==> src/rtl/assert_macros.svh <==
// Assertion macros shared by the checked natural ALU modules.
// Needs nothing else; included by the files that carry assertions.
`ifndef ASSERT_MACROS_SVH
`define ASSERT_MACROS_SVH

// Checked on every clock edge outside reset.
`define CNA_ASSERT(name, clk, rst_n, prop, msg) \
  name: assert property (@(posedge clk) disable iff (!(rst_n)) (prop)) else $error(msg);

// Checked on every clock edge, reset included.
`define CNA_ASSERT_ALWAYS(name, clk, prop, msg) \
  name: assert property (@(posedge clk) (prop)) else $error(msg);

`endif

==> src/rtl/cna_pkg.sv <==
// Types and constants of the checked natural ALU.
// Used by every module of the block; depends on nothing.
`timescale 1ns / 1ps
package cna_pkg;

  localparam int NAT_W       = 63;
  localparam int QUEUE_DEPTH = 2;

  typedef enum logic [3:0] {
    MODE_INC = 4'd0,
    MODE_ADD = 4'd1,
    MODE_SUB = 4'd2,
    MODE_MUL = 4'd3,
    MODE_DIV = 4'd4,
    MODE_MOD = 4'd5,
    MODE_EQ  = 4'd6,
    MODE_NE  = 4'd7,
    MODE_LT  = 4'd8,
    MODE_GT  = 4'd9,
    MODE_LE  = 4'd10,
    MODE_GE  = 4'd11
  } mode_e;

  typedef enum logic [1:0] {
    ST_OK        = 2'd0,
    ST_OVERFLOW  = 2'd1,
    ST_UNDERFLOW = 2'd2,
    ST_DIVZERO   = 2'd3
  } status_e;

  typedef enum logic [1:0] {
    KIND_SIMPLE = 2'd0,
    KIND_MUL    = 2'd1,
    KIND_DIV    = 2'd2,
    KIND_MOD    = 2'd3
  } kind_e;

  typedef struct packed {
    logic [3:0]       mode;
    logic [NAT_W-1:0] left_operand;
    logic [NAT_W-1:0] right_operand;
  } in_t;

  typedef struct packed {
    logic [NAT_W-1:0] result_value;
    logic             is_boolean;
    logic [1:0]       status;
  } out_t;

  typedef struct packed {
    logic [NAT_W-1:0] value;
    logic             is_boolean;
    status_e          status;
  } res_t;

  // Queue entry: classified operation with operands already masked.
  typedef struct packed {
    kind_e            kind;
    logic             b_zero;
    logic [NAT_W-1:0] a;
    logic [NAT_W-1:0] b;
    res_t             res;
  } entry_t;

endpackage

==> src/rtl/cna_fifo.sv <==
// Short queue between the front end and the execution pipeline.
// Depends on cna_pkg and assert_macros.svh.
`timescale 1ns / 1ps
`include "assert_macros.svh"
module cna_fifo import cna_pkg::*; (
  input  logic   clk_i,
  input  logic   rst_ni,
  input  logic   push_i,
  input  entry_t entry_i,
  input  logic   pop_i,
  output entry_t head_o,
  output logic   empty_o,
  output logic   full_o
);

  localparam int PW = (QUEUE_DEPTH > 1) ? $clog2(QUEUE_DEPTH) : 1;
  localparam int CW = $clog2(QUEUE_DEPTH + 1);

  entry_t        mem_q [QUEUE_DEPTH];
  logic [PW-1:0] wr_q, wr_d, rd_q, rd_d;
  logic [CW-1:0] cnt_q, cnt_d;

  assign empty_o = (cnt_q == '0);
  assign full_o  = (cnt_q == CW'(QUEUE_DEPTH));
  assign head_o  = mem_q[rd_q];

  always_comb begin
    wr_d  = wr_q;
    rd_d  = rd_q;
    cnt_d = cnt_q;
    if (push_i) begin
      wr_d = (wr_q == PW'(QUEUE_DEPTH - 1)) ? '0 : wr_q + 1'b1;
    end
    if (pop_i) begin
      rd_d = (rd_q == PW'(QUEUE_DEPTH - 1)) ? '0 : rd_q + 1'b1;
    end
    if (push_i && !pop_i) cnt_d = cnt_q + 1'b1;
    else if (pop_i && !push_i) cnt_d = cnt_q - 1'b1;
  end

  always_ff @(posedge clk_i or negedge rst_ni) begin
    if (!rst_ni) begin
      wr_q  <= '0;
      rd_q  <= '0;
      cnt_q <= '0;
    end else begin
      wr_q  <= wr_d;
      rd_q  <= rd_d;
      cnt_q <= cnt_d;
    end
  end

  always_ff @(posedge clk_i) begin
    if (push_i) mem_q[wr_q] <= entry_i;
  end

  `CNA_ASSERT(a_fifo_bound, clk_i, rst_ni, cnt_q <= CW'(QUEUE_DEPTH), "queue count past depth")
  `CNA_ASSERT(a_fifo_pop, clk_i, rst_ni, pop_i |-> !empty_o, "pop from empty queue")

endmodule

==> config.mk <==
export PLATFORM = sky130hd
export DESIGN_NAME = cna_fifo
export DESIGN_NICKNAME = d
export VERILOG_FILES = /design/src/rtl/cna_pkg.sv /design/src/rtl/cna_fifo.sv
export VERILOG_INCLUDE_DIRS = /design/src /design/src/rtl
export SDC_FILE = /design/constraint.sdc
export NUM_CORES = 1
export LEC_CHECK = 0
export BUFFER_PORTS_ARGS = -buffer_cell sky130_fd_sc_hd__buf_2
export CORE_ASPECT_RATIO = 1.1
export CORE_MARGIN = 2
export CORE_UTILIZATION = 30
export CTS_BUF_LIST = sky130_fd_sc_hd__clkbuf_16
export DETAILED_ROUTE_END_ITERATION = 8
export HOLD_SLACK_MARGIN = 0.05
export PLACE_DENSITY = 0.57
export SLEW_MARGIN = 15
export SYNTH_ARGS = -nofsm -noshare
export SYNTH_HDL_FRONTEND = slang
export SYNTH_SLANG_ARGS = --single-unit
==> constraint.sdc <==
create_clock -name clk_i -period 14.1 [get_ports clk_i]
set_clock_uncertainty 0.2 [all_clocks]
set_input_delay 1.41 -clock clk_i [delete_from_list [all_inputs] [get_ports clk_i]]
set_output_delay 1.41 -clock clk_i [all_outputs]
set_load 0.01 [all_outputs]
# Yosys cells after proc, flatten, opt, wreduce, memory -nomap -nowiden
# Memories as Yosys holds them, arrays and structs flattened.
# Index checks and enable logic that the tools add are counted.
# Widths: inputs -> output; s select.
classes:
  reduce_logical: 6
  bitwise: 0
  addsub: 4
  div_mod_pow: 0
  n_lt_le_gt_ge: 0
  eq_ne: 1
  n_shift: 0
  mux: 6
  mul: 0
ops:
  columns: ["op", "count"]
  rows:
  - ["$mux 1", 4]
  - ["$mux 2", 2]
  - ["$add 1x1->1 const B", 2]
  - ["$add 2x1->2 const B", 1]
  - ["$eq 2x2->1 const B", 1]
  - ["$logic_and 1x1->1", 2]
  - ["$logic_not 1->1", 2]
  - ["$logic_not 2->1", 1]
  - ["$reduce_bool 2->1", 1]
  - ["$sub 2x1->2 const B", 1]
word_totals:
  register_bits: 4
  ram_bits: 390
  memories: 1
  romBits: 0
  latch_bits: 0
  inputBits: 199
memory_table:
  columns: ["name", "words", "word_bits", "rd", "rd_ports_with_merged_regs", "wr", "line", "rtl"]
  rows:
  - ["mem_q", 2, 195, 1, 0, 1, "cna_fifo.sv:19", "entry_t mem_q [QUEUE_DEPTH];"]

# Depth between registers and ports, before layout
logic_depth:
  depth_word: 4
  mapped_depth: 5
  mapped_depth_nobuf: 5

# Least setup slack after synthesis
# OpenSTA, ideal clock, no wires.
synth_path:
  kind: "input-to-reg"
  start: "input push_i"
  end: "memory mem_q[0][0] (netlist name), enable pin"
  required_time_ns: 13.123
  path_buffers: 0
  setup_ns: 0.777
  arrival_time_ns: 9.820
  setup_slack_ns: 3.303
  path_stages: 1
  path_cell_list: "nor2b_1"
synth_between:
  elab_chain_cells: 2
synth_lines:
  columns: ["item", "line", "rtl"]
  rows:
  - ["start, declared", "cna_fifo.sv:8", "input logic push_i,"]
  - ["$mux 1", "cna_fifo.sv:54", "if (push_i) mem_q[wr_q] <= entry_i;"]
  - ["$mux 1 (not written as such)", "cna_fifo.sv:54", null]
  - ["end, declared", "cna_fifo.sv:19", null]
# Every way passes these cells.

==> run_summary.xml <==
<?xml version="1.0" encoding="UTF-8"?>
<metrics>
  <group name="status">
    <metric name="outcome" unit="">finished clean</metric>
  </group>
  <group name="cells_and_area">
    <metric name="areaGrowthSynthToFinish" unit="%">26.8</metric>
    <metric name="final_cells" unit="">1734</metric>
    <metric name="insertedDiodeCount" unit="">0</metric>
    <metric name="mostFrequentLayoutCell" unit="">buf_2</metric>
    <metric name="multi_input_comb_area" unit="µm²">2810</metric>
    <metric name="nets" unit="">1249</metric>
    <metric name="fillerInstances" unit="">4567</metric>
    <metric name="final-seq-area" unit="µm²">11800</metric>
    <metric name="post_route_cells_drive_above_1_share" unit="">0.608</metric>
    <metric name="leading_cell_types_in_the_layout_fill_and_taps_excluded" unit="">buf_2, edfxtp_1, mux2_4</metric>
  </group>
  <group name="power">
    <metric name="peakVddDrop" unit="V">0.000188</metric>
    <metric name="p_per_area" unit="nW/µm²">203</metric>
    <metric name="total_leakage_power" unit="nW">7.41</metric>
  </group>
  <group name="worst_setup_path">
    <metric name="path_common_cell" unit="">buf_4</metric>
    <metric name="rr_endpoint" unit="">mem_q[0][45]$_DFFE_PP_</metric>
    <metric name="critical_path.startpoint" unit="">rd_q$_DFFE_PN0P_</metric>
    <metric name="setup.worst_path.end_class" unit="">primary output</metric>
    <metric name="timing.critical_path.fanout_max" unit="">54</metric>
    <metric name="worstSetupPathType" unit="">register to primary output</metric>
    <metric name="cp_slowest_cell" unit="">dfrtp_4</metric>
    <metric name="worstSetupEndpoint" unit="">head_o[33]</metric>
    <metric name="crit_chain" unit="">buf_4 -&gt; buf_4 -&gt; mux2_4 -&gt; buf_2</metric>
    <metric name="worstPathRequired" unit="ns">12.49</metric>
    <metric name="worst_r2r_startpoint" unit="">wr_q$_DFFE_PN0P_</metric>
    <metric name="critical-path-max-stage-delay" unit="ns">0.89</metric>
    <metric name="rr_worst_depth" unit="">3</metric>
    <metric name="crit_path_start_kind" unit="">register</metric>
    <metric name="arrival" unit="ns">3.58</metric>
    <metric name="regToRegSetupSlack" unit="ns">11.02</metric>
  </group>
  <group name="floorplan">
    <metric name="dieHeight" unit="µm">237</metric>
    <metric name="die_w" unit="µm">216</metric>
    <metric name="row_count" unit="">85</metric>
    <metric name="placeableCoreArea" unit="µm²">48900</metric>
    <metric name="floorplan.die_area" unit="µm²">51200</metric>
    <metric name="initial_utilization" unit="">0.303</metric>
    <metric name="ios" unit="">396</metric>
  </group>
  <group name="logic_synthesis">
    <metric name="post_synth_instance_area" unit="µm²">14800</metric>
    <metric name="synth-warning-count" unit="">0</metric>
    <metric name="post_synth_num_cell_types" unit="">13</metric>
    <metric name="synthesis.nets" unit="">823</metric>
    <metric name="synthTopCellsByArea" unit="">edfxtp_1, mux2_4, mux2_2</metric>
    <metric name="synth_cells" unit="">623</metric>
    <metric name="synth.top_cell.area_share" unit="">0.789</metric>
    <metric name="yosysSeqAreaShare" unit="">0.796</metric>
    <metric name="synth_largest_area_cell" unit="">edfxtp_1</metric>
    <metric name="postSynthAreaPerCell" unit="µm²">23.8</metric>
    <metric name="synth.ff_latch_count" unit="">394</metric>
  </group>
  <group name="cts">
    <metric name="post_cts_resized" unit="">0</metric>
    <metric name="worst_skew_pair.late_latency" unit="ns">0.54</metric>
    <metric name="cts.hold.buffers_added" unit="">0</metric>
    <metric name="cts_post_setup_buffers_inserted" unit="">0</metric>
    <metric name="ctsHtreeMaxLevel" unit="">2</metric>
    <metric name="clkSlewWorstSetupHoldPaths" unit="ns">0.06</metric>
    <metric name="max-clock-path-buffers" unit="">3</metric>
    <metric name="numCtsBuffers" unit="">43</metric>
    <metric name="tritoncts" unit="">built</metric>
    <metric name="clock_tree.root_cell" unit="">clkbuf_16</metric>
    <metric name="cts_num_sinks" unit="">394</metric>
  </group>
  <group name="global_routing">
    <metric name="first_global_vias" unit="">7616</metric>
    <metric name="globalRouteMet2Util" unit="">0.196</metric>
    <metric name="overflow" unit="">0</metric>
    <metric name="maximum_number_of_pins_on_one_net_before_global_route_repair" unit="">72</metric>
    <metric name="grt.met1_usage" unit="">0.145</metric>
    <metric name="groute.layer.met3.usage" unit="">0.0426</metric>
    <metric name="number_of_antenna_violations_at_the_first_check_in_global_routing" unit="">5</metric>
    <metric name="global_route_wire_length_before_repair" unit="µm">46000</metric>
    <metric name="global_route.usage.total" unit="">0.118</metric>
    <metric name="busiest_layer" unit="">met2</metric>
  </group>
  <group name="sta">
    <metric name="setup_viol" unit="">0</metric>
    <metric name="hold_viol" unit="">0</metric>
    <metric name="worst_tran_pin_value" unit="ns">1.10</metric>
    <metric name="fin_crit_sh" unit="">0.368</metric>
    <metric name="timing.final.crit_period" unit="ns">5.19</metric>
    <metric name="final_max_slew_viol_count" unit="">0</metric>
    <metric name="fmax" unit="MHz">193</metric>
    <metric name="setup-tns-final" unit="ns">0</metric>
    <metric name="rsz_0062_raised_after_global_routing" unit="">false</metric>
    <metric name="max_slew_margin" unit="">0.268</metric>
  </group>
  <group name="drt">
    <metric name="average_vias_per_placed_instance" unit="">4.19</metric>
    <metric name="ant_nets" unit="">0</metric>
    <metric name="dr_total_vias" unit="">7258</metric>
    <metric name="drt_pre_antenna_iters" unit="">4</metric>
    <metric name="wl_per_cell" unit="µm">18.2</metric>
    <metric name="drt_first_iter_violations" unit="">320</metric>
    <metric name="remaining_drc_errors" unit="">0</metric>
    <metric name="routed_wirelength" unit="µm">31600</metric>
  </group>
  <group name="min_path">
    <metric name="min_path_cells" unit="">1</metric>
    <metric name="hold_class" unit="">register to register</metric>
  </group>
  <group name="run">
    <metric name="max_cap_violations" unit="">0</metric>
  </group>
  <group name="placement">
    <metric name="place.port_buffers" unit="">395</metric>
    <metric name="half_perimeter_wire_length_of_the_detailed_placement_result" unit="µm">21400</metric>
    <metric name="place_congestion" unit="">0.749</metric>
    <metric name="numPlacedInstances" unit="">1656</metric>
  </group>
</metrics>
-- critical path: cells and delay by family (launching register included) --
family	cells	cell delay, ns
buffers and inverters	3	1.72
DFF	1	0.89
muxes	1	0.36
-- metal layers --
metal	vias to the layer above	wire length, µm
li1	3344	-
met1	3606	13300
met2	256	15500
met3	44	2330
met4	8	436
met5	-	55
-- kinds of logic (layout without fill, tap and decap cells) --
kind of cell | Yosys count | count (layout) | share of synthesized area
XOR/XNOR | 5 | 5 | 0.00295
adder cells (fa/ha/maj) | 1 | 1 | 0.000843
buffers and inverters | 23 | 482 | 0.0148
flip-flops | 394 | 394 | 0.796
multiplexers | 195 | 195 | 0.183
AND/OR/NAND/NOR | 5 | 5 | 0.00177
-- synthesized netlist by cell type (all sizes together) --
cell,number
ha,1
and2,1
nor2b,2
inv,1
edfxtp,390
dfrtp,4
xnor2,1
xor2,4
mux2,195
nor2,2
buf,22
-- layout make-up --
class,instances,share of cell area
Clock buffer,45,0.0599
Clock inverter,33,0.0106
Inverter,1,0.000200
Multi-Input combinational cell,206,0.150
Sequential cell,394,0.628
Tap cell,652,0.0434
Timing Repair Buffer,403,0.108
-- through the flow --
stage	hold WS (ns)	power [mW]	setup slack (ns)	util	instance area, µm²
after floorplan	0.255	2.48	3.30	-	14800
after global placement	0.278	2.82	9.38	0.357	17500
after detailed placement	0.281	2.83	9.34	0.357	17500
after CTS	0.295	3.89	8.72	0.385	18800
after global routing	0.313	4.01	8.64	0.385	18800
final	0.290	3.82	8.91	0.385	18800
-- flip-flops by register name, summed over array words and instances, names as in the netlist --
name / count
cnt_q: 2
wr_q: 1
rd_q: 1
mem_q: 390
-- power breakdown --
group          switching [mW]  internal (mW)
logic                   0.577          0.557
clock network           0.432          0.611
registers              0.0825           1.56
total                    1.09           2.73
-- worst min-delay path by stage --
| stage | to | from | slack, ns |
|---|---|---|---|
| 2_1_floorplan | wr_q$_DFFE_PN0P_ | wr_q$_DFFE_PN0P_ | 0.26 |
| 3_3_place_gp | cnt_q[1]$_DFFE_PN0P_ | cnt_q[1]$_DFFE_PN0P_ | 0.28 |
| 3_5_place_dp | cnt_q[1]$_DFFE_PN0P_ | cnt_q[1]$_DFFE_PN0P_ | 0.28 |
| 4_1_cts | cnt_q[1]$_DFFE_PN0P_ | cnt_q[1]$_DFFE_PN0P_ | 0.29 |
| 5_1_grt | cnt_q[1]$_DFFE_PN0P_ | cnt_q[1]$_DFFE_PN0P_ | 0.31 |
| 6_report | cnt_q[1]$_DFFE_PN0P_ | cnt_q[1]$_DFFE_PN0P_ | 0.29 |
No activity file was read; power rests on OpenSTA's default activity.
