<file path="src/rtl/assert_macros.svh">
// Assertion macros shared by the checked natural ALU modules.
// Needs nothing else; included by the files that carry assertions.
`ifndef ASSERT_MACROS_SVH
`define ASSERT_MACROS_SVH

// Checked on every clock edge outside reset.
`define CNA_ASSERT(name, clk, rst_n, prop, msg) \
  name: assert property (@(posedge clk) disable iff (!(rst_n)) (prop)) else $error(msg);

// Checked on every clock edge, reset included.
`define CNA_ASSERT_ALWAYS(name, clk, prop, msg) \
  name: assert property (@(posedge clk) (prop)) else $error(msg);

`endif

</file>
<file path="src/rtl/cna_pkg.sv">
// Types and constants of the checked natural ALU.
// Used by every module of the block; depends on nothing.
`timescale 1ns / 1ps
package cna_pkg;

  localparam int NAT_W       = 63;
  localparam int QUEUE_DEPTH = 2;

  typedef enum logic [3:0] {
    MODE_INC = 4'd0,
    MODE_ADD = 4'd1,
    MODE_SUB = 4'd2,
    MODE_MUL = 4'd3,
    MODE_DIV = 4'd4,
    MODE_MOD = 4'd5,
    MODE_EQ  = 4'd6,
    MODE_NE  = 4'd7,
    MODE_LT  = 4'd8,
    MODE_GT  = 4'd9,
    MODE_LE  = 4'd10,
    MODE_GE  = 4'd11
  } mode_e;

  typedef enum logic [1:0] {
    ST_OK        = 2'd0,
    ST_OVERFLOW  = 2'd1,
    ST_UNDERFLOW = 2'd2,
    ST_DIVZERO   = 2'd3
  } status_e;

  typedef enum logic [1:0] {
    KIND_SIMPLE = 2'd0,
    KIND_MUL    = 2'd1,
    KIND_DIV    = 2'd2,
    KIND_MOD    = 2'd3
  } kind_e;

  typedef struct packed {
    logic [3:0]       mode;
    logic [NAT_W-1:0] left_operand;
    logic [NAT_W-1:0] right_operand;
  } in_t;

  typedef struct packed {
    logic [NAT_W-1:0] result_value;
    logic             is_boolean;
    logic [1:0]       status;
  } out_t;

  typedef struct packed {
    logic [NAT_W-1:0] value;
    logic             is_boolean;
    status_e          status;
  } res_t;

  // Queue entry: classified operation with operands already masked.
  typedef struct packed {
    kind_e            kind;
    logic             b_zero;
    logic [NAT_W-1:0] a;
    logic [NAT_W-1:0] b;
    res_t             res;
  } entry_t;

endpackage

</file>
<file path="src/rtl/cna_front.sv">
// Front end: accepts transactions, classifies them and settles the short operations.
// Depends on cna_pkg.
`timescale 1ns / 1ps
module cna_front import cna_pkg::*; #(
  parameter int VALUE_WIDTH = 63
) (
  input  logic   in_valid_i,
  input  in_t    in_data_i,
  input  logic   full_i,
  output logic   in_stall_o,
  output logic   push_o,
  output entry_t entry_o
);

  localparam int W = VALUE_WIDTH;

  logic [W-1:0] a, b;
  logic [W:0]   inc_s, add_s, sub_s;
  logic         eq, lt;
  res_t         res;
  kind_e        kind;

  assign a     = in_data_i.left_operand[W-1:0];
  assign b     = in_data_i.right_operand[W-1:0];
  assign inc_s = {1'b0, a} + {{W{1'b0}}, 1'b1};
  assign add_s = {1'b0, a} + {1'b0, b};
  assign sub_s = {1'b0, a} - {1'b0, b};
  assign eq    = (a == b);
  assign lt    = sub_s[W];

  always_comb begin
    res  = '{value: '0, is_boolean: 1'b0, status: ST_OK};
    kind = KIND_SIMPLE;
    case (in_data_i.mode)
      MODE_INC: begin
        if (inc_s[W]) res.status = ST_OVERFLOW;
        else res.value = NAT_W'(inc_s[W-1:0]);
      end
      MODE_ADD: begin
        if (add_s[W]) res.status = ST_OVERFLOW;
        else res.value = NAT_W'(add_s[W-1:0]);
      end
      MODE_SUB: begin
        if (sub_s[W]) res.status = ST_UNDERFLOW;
        else res.value = NAT_W'(sub_s[W-1:0]);
      end
      MODE_MUL: kind = KIND_MUL;
      MODE_DIV: kind = KIND_DIV;
      MODE_MOD: kind = KIND_MOD;
      MODE_EQ: begin
        res.is_boolean = 1'b1;
        res.value      = NAT_W'(eq);
      end
      MODE_NE: begin
        res.is_boolean = 1'b1;
        res.value      = NAT_W'(!eq);
      end
      MODE_LT: begin
        res.is_boolean = 1'b1;
        res.value      = NAT_W'(lt);
      end
      MODE_GT: begin
        res.is_boolean = 1'b1;
        res.value      = NAT_W'(!lt && !eq);
      end
      MODE_LE: begin
        res.is_boolean = 1'b1;
        res.value      = NAT_W'(lt || eq);
      end
      MODE_GE: begin
        res.is_boolean = 1'b1;
        res.value      = NAT_W'(!lt);
      end
      default: ;
    endcase
  end

  assign in_stall_o     = full_i;
  assign push_o         = in_valid_i && !full_i;
  assign entry_o.kind   = kind;
  assign entry_o.b_zero = (b == '0);
  assign entry_o.a      = NAT_W'(a);
  assign entry_o.b      = NAT_W'(b);
  assign entry_o.res    = res;

endmodule

</file>
<file path="config.mk">
export PLATFORM = sky130hd
export DESIGN_NAME = cna_front
export DESIGN_NICKNAME = d
export VERILOG_FILES = /design/src/rtl/assert_macros.svh /design/src/rtl/cna_pkg.sv /design/src/rtl/cna_front.sv
export SDC_FILE = /design/constraint.sdc
export NUM_CORES = 1
export LEC_CHECK = 0
export BUFFER_PORTS_ARGS = -buffer_cell sky130_fd_sc_hd__buf_2
export CORE_MARGIN = 2
export CORE_UTILIZATION = 35
export DETAILED_ROUTE_END_ITERATION = 8
export PLACE_DENSITY_LB_ADDON = 0.12
export SLEW_MARGIN = 20
export SYNTH_ARGS = -nofsm -noshare
export SYNTH_HDL_FRONTEND = slang
export SYNTH_SLANG_ARGS = --single-unit
export TNS_END_PERCENT = 5
</file>
<file path="constraint.sdc">
create_clock -name vclk -period 4.35
set_input_delay 0.2175 -clock vclk [all_inputs]
set_output_delay 0.2175 -clock vclk [all_outputs]
set_load 0.005 [all_outputs]
</file>
* Word-level counts from Yosys, hierarchy flattened
Index checks and enable logic that the tools add are counted.
** Word-level totals
- Bits in registers :: 0
- Bits of input ports :: 132
- Output and inout bits :: 197
- Word-level logic and storage cells :: 34
** Operators by class
- Add/sub/neg operators :: 3
- Equal/unequal tests :: 12
- Mux-type cells :: 10
- Reductions and logical operators :: 9
** Operators with widths (number)
- $pmux 63 s9 :: 1
- $mux 63 :: 3
- $add 63x1->64 const B :: 1
- $add 63x63->64 :: 1
- $sub 63x63->64 :: 1
- $eq 63x63->1 :: 1
- $logic_not 63->1 :: 1
- $eq 4x3->1 const B :: 4
- $eq 4x4->1 const B :: 4
- $pmux 2 s3 :: 2
- $eq 4x2->1 const B :: 2
- $reduce_or 6->1 :: 1
- $eq 4x1->1 const B :: 1
- $logic_not 4->1 :: 1
- $logic_not 1->1 :: 3
- $mux 1 :: 3
- $logic_and 1x1->1 :: 2
- $mux 2 :: 1
- $logic_or 1x1->1 :: 1

* Logic depth before layout (Yosys ltp)
Gate-level depths: netlist of the first run.
- Depth after elaboration :: 4
- Mapped depth :: 17
- Mapped depth without buffers :: 15

* Worst setup path after synthesis of the first run
OpenSTA, ideal clock, no wires.
- Kind :: input-to-output
- Start point :: input in_data_i[4] (netlist name)
- End point :: output entry_o[64] (netlist name)
- Arrival time :: 3.298 ns
- Required time :: 4.133 ns
- Setup slack :: 0.834 ns
- Cell stages on the path :: 15
- Buffers on the path :: 1
- Cell sequence :: inv_1 > ha_1 > buf_6 > a211o_1 > o211a_1 > o311a_1 > o21ai_1 > a21oi_1 > o31ai_2 > o31ai_1 > a221o_1 > a211o_1 > a221oi_2 > mux2_2 > o22ai_1
** RTL lines
- from (decl) :: RTL line cna_front.sv:8 : input in_t in_data_i,
- to (decl) :: RTL line cna_front.sv:12 : output entry_t entry_o

==> metrics.txt, run 1 <==
share of cells above drive strength 1 27.79%; Worst Path Arrival 4070 ps; Pleak 6.213 nW; Die Y 179.5 um; aggregate global routing overflow 0; CP top delay family compound AO/OA/AOI/OAI gates; FP Rows 64; crit path max fanout 6; synthesis-to-finish area growth 20.49%; worst hold slack 615.1 ps; post-synthesis sequential area ratio 0%; unrepaired setup endpoints after global routing yes; Most Used Layer, Global Route met2; Detailed Route WL 52430 um; Critical path buffers and inverters 4; Placed Cells incl. Taps 2368; GPL Wtd Cong 1.005; final cell count without fillers 2368; Peak VDD IR 0.05894 mV; required time of the critical path 4130 ps; fin. max-slew vios 0; core area 30430 um2; die area 32200 um2; Initial Util 35.41%; routed len/inst 22.14 um; area of the multi-input gates 8976 um2; global-route wire length before repair 79150 um; CLK BUF 0; DRT Pass-1 Iters 8; setup bufs post-CTS 0; met1 Use GR 39.76%; FF+latch count 0; crit end category output pin; Hold Path Class in -> out; Tcrit/Tclk final 98.46%; largest net degree at the start of global routing 56; Fillers 3440; Final nets 2235; cts hold-fix bufs 0; Crit Path Class in -> out; YS warnings 0; diodes inserted 0; Max Cap Viol 0; cell area after synthesis 10770 um2; setup tns final 0 ps; vias in the first global route 13570; Power, Total 1.783 mW; Rel. slew slack 32.49%; Slew @ Worst Pin 1003 ps; fmax 0.2335 GHz; crit-path most repeated cell buf_2; outcome completed; chip width 179.5 um; Cells after Synth 1692; Final Hold Vio Count 0; DRC viols 0; GRT Overall Usage 30.46%; Setup crit start kind primary input; CP peak stage delay 500 ps; Via Count 14150; Setup-failing EPs final 0; initial antenna violation count 1; Ports 329; initial DRC count 1374; pwr dens 137.4 nW/um2; Synth Net Count 1953; port buffer count 329; Vias/cell 5.975; Slowest cell on crit path a2111oi_2; Seq. cell area 0 um2; library cells used by synthesis 79; Antenna Nets Post-Route 0; GRT met2 Usage 48.52%; Critical Path, Cell by Cell buf_2 -> inv_1 -> ha_1 -> or3_1 -> a2111oi_2 -> o31ai_1 -> buf_4 -> a31oi_1 -> nand3_1 -> nand2_1 -> a31o_2 -> a41o_1 -> a21oi_1 -> o221a_2 -> o22ai_1 -> buf_2; met3 usage 5.389%; Final min period 4283 ps; Avg Inst Size Synth 6.368 um2; DP Wirelength 44070 um
-- layout by cell type, fill, tap and decap left out, drive strengths merged, types with 39 or more instances in the layout --
cell      n
a21oi   165
ha      127
inv     137
buf     497
nand2   124
nor2    172
nand3    49
o21ai    81
a221oi   40
o22ai    78
nor4     41
xor2     39
-- synthesized netlist by cell type (25+ instances only) --
cell type / n / area, um2
nor2_1: 171 / 641.9
o21bai_1: 34 / 255.2
o31ai_1: 25 / 187.7
nor3_1: 31 / 155.2
inv_1: 137 / 514.2
xor2_1: 39 / 341.6
clkbuf_1: 62 / 232.7
buf_4: 128 / 960.9
xnor2_1: 26 / 227.7
a21oi_1: 165 / 825.8
nand2_1: 124 / 465.5
a221oi_1: 35 / 306.5
o22ai_1: 78 / 488.0
nand4_1: 32 / 200.2
ha_1: 127 / 1589
o21ai_0: 72 / 360.4
and3_1: 27 / 168.9
nor4_1: 40 / 250.2
nand3_1: 49 / 245.2
-- path summary, 6_finish.rpt --
path,from,to,slack [ps],depth (start not counted)
setup / recovery,in_data_i[8],entry_o[61],70,16
hold / removal,full_i,in_stall_o,620,2
-- layer usage --
layer	up-vias	share of wire, %
met2	700	44
li1	6704	-
met3	136	8.1
met1	6609	43
met5	-	0
met4	0	5.2
-- stage by stage --
stage               instance area [um2]  utilization (%)  setup WS [ps]
floorplan                         10770                -          834.4
global placement                  12930            42.50          80.05
detailed placement                12930            42.50          127.6
CTS                               12930            42.50          132.1
global route                      12980            42.66         -3.677
finish                            12980            42.66          66.79
-- cell families after synthesis --
family                   after synthesis  synth area share [%]
multiplexers                           4                0.3948
adder cells (fa/ha/maj)              129                 15.12
AO/OA/AOI/OAI                        588                 37.02
XOR/XNOR                              65                 5.284
AND/OR/NAND/NOR                      552                 24.84
buffers and inverters                354                 17.34
-- power breakdown --
group / internal (mW) / switching [mW] / total, mW
combinational: 0.704 / 1.08 / 1.78
sequential: 0 / 0 / 0
clock: 0 / 0 / 0
-- area by class of cell --
class              count  area share [%]
well taps            396           3.817
multi-input cells   1338           69.15
repair buffers       497           23.07
inverters            137           3.961
-- what timing repair did --
item	4_1_cts	5_1_grt
hold endpoints to repair	0	0
endpoints found under the setup margin	0	39
resized for setup	0	11
(Power assumes the default switching activity.)
==> run 2, diff against run 1 <==
MAX_ROUTING_LAYER = met4   (was unset)
==> run 2 against run 1 <==
Fmax grew 1.1%. Combinational power hardly changed. First-iteration DRC count shrank 6.7%. Sequential cell count unchanged. Sequential share of layout area is the same. Critical path depth increased by 2. Total power grew 1.4%. Cell area rose by 0.99%. Hold slack about the same. Cell count is 0.59% higher. Largest cell class unchanged. Largest power group unchanged. Highest routed layer unchanged.
==> metrics.txt, run 2 (synthesis gave the netlist of run 1 again) <==
crit path max fanout 7; crit end category output pin; final instance area 13110 um2; Post-Place Cell Area 13040 um2; Worst Path Arrival 4020 ps; CP top delay family compound AO/OA/AOI/OAI gates; die area 32200 um2; DP Wirelength 45240 um; Hold Path Class in -> out; Seq pwr share 0%; Slowest cell on crit path a2111oi_4; Final min period 4238 ps; GPL Wtd Cong 1.013; vias in the first global route 13440; Die Y 179.5 um; diodes inserted 0; Peak VDD IR 0.06197 mV; Max Cap Viol 0; synthesis-to-finish area growth 21.68%; initial antenna violation count 0; Initial Util 35.41%; port buffer count 329; Vias/cell 5.933; Int Power 0.7128 mW; Sw Pwr 1.095 mW; Setup crit start kind primary input; Sw Share 60.57%; met2 WL 24310 um; FF+latch count 0; FP Rows 64; initial DRC count 1282; Slew @ Worst Pin 1098 ps; global-route wire length before repair 80310 um; Crit Path Class in -> out; required time of the critical path 4130 ps; final cell count without fillers 2382; fin. max-slew vios 0; Logic pwr share 100.0%; metal3 WL 3471 um; Via Count 14130; GRT Overall Usage 31.87%; chip width 179.5 um; largest net degree at the start of global routing 41; commonest non-fill, non-tap cells in the layout 329 x buf_2, 175 x buf_4, 171 x nor2_1; Pleak 6.281 nW; WL met1 24070 um; Setup-failing EPs final 0; aggregate global routing overflow 0; Final Hold Vio Count 0; share of cells above drive strength 1 28.45%; pwr dens 137.9 nW/um2; clock share of power 0%; Placed Cells incl. Taps 2382; Rel. slew slack 26.13%; outcome completed; Seq. cell area 0 um2; fmax 0.2360 GHz; CLK BUF 0; Detailed Route WL 53690 um; Tcrit/Tclk final 97.43%; core area 30430 um2; DR top layer met4; Ports 329; Final nets 2249; Critical path buffers and inverters 6; leading cell type in the layout, fill and taps excluded buf_2; Antenna Nets Post-Route 0; DRT Pass-1 Iters 5; DRC viols 0; routed len/inst 22.54 um; CP peak stage delay 450 ps; Critical Path, Cell by Cell buf_2 -> inv_1 -> ha_1 -> buf_4 -> inv_1 -> a21oi_1 -> a2111oi_4 -> o31ai_1 -> buf_4 -> a31oi_1 -> nand3_1 -> nand2_1 -> a31o_2 -> a41o_1 -> a21oi_1 -> o221a_2 -> o22ai_1 -> buf_2
[run 2: cell types whose count changed in the layout (fill, tap and decap cells not counted), sizes merged]
cell / before / now
buf: 497 / 511
[run 2: area by class of cell]
type	instances	area [um2]
well taps	396	495.5
multi-input cells	1338	9000
fillers	3405	17320
repair buffers	511	3100
inverters	137	514.2
[run 2: power by group through the flow]
stage | sequential, mW | clock [mW] | combinational (mW)
floorplan | 0 | 0 | 1.03
global placement | 0 | 0 | 1.76
detailed placement | 0 | 0 | 1.75
CTS | 0 | 0 | 1.76
global route | 0 | 0 | 1.95
finish | 0 | 0 | 1.81
[run 2: final timing paths]
kind	endpoint	cells after the start	from	slack [ps]
worst min-delay path	in_stall_o	2	full_i	620
worst max-delay path	entry_o[61]	18	in_data_i[4]	110
[run 2: layer usage]
layer	global-route usage (%)	up-vias
met5	-	-
met3	2.613	79
met1	41.98	6684
met2	52.02	658
li1	-	6711
met4	9.268	0
[run 2: repair_timing]
action                     CTS  global route
buffers inserted             0             0
hold endpoints to repair     0             0
hold buffers                 0             0
setup endpoints to repair    0            18
resized for setup            0            15
[run 2: through the flow]
stage / util, % / hold slack [ps] / setup WS [ps] / setup TNS [ps] / power (mW)
6_report: 43.08 / 615.2 / 111.8 / 0 / 1.808
2_1_floorplan: - / 465.2 / 834.4 / 0 / 1.029
5_1_grt: 43.08 / 627.3 / -6.229 / -6.229 / 1.952
3_5_place_dp: 42.84 / 616.5 / 150.7 / 0 / 1.753
4_1_cts: 42.84 / 616.5 / 133.5 / 0 / 1.764
3_3_place_gp: 42.84 / 614.8 / 132.4 / 0 / 1.764
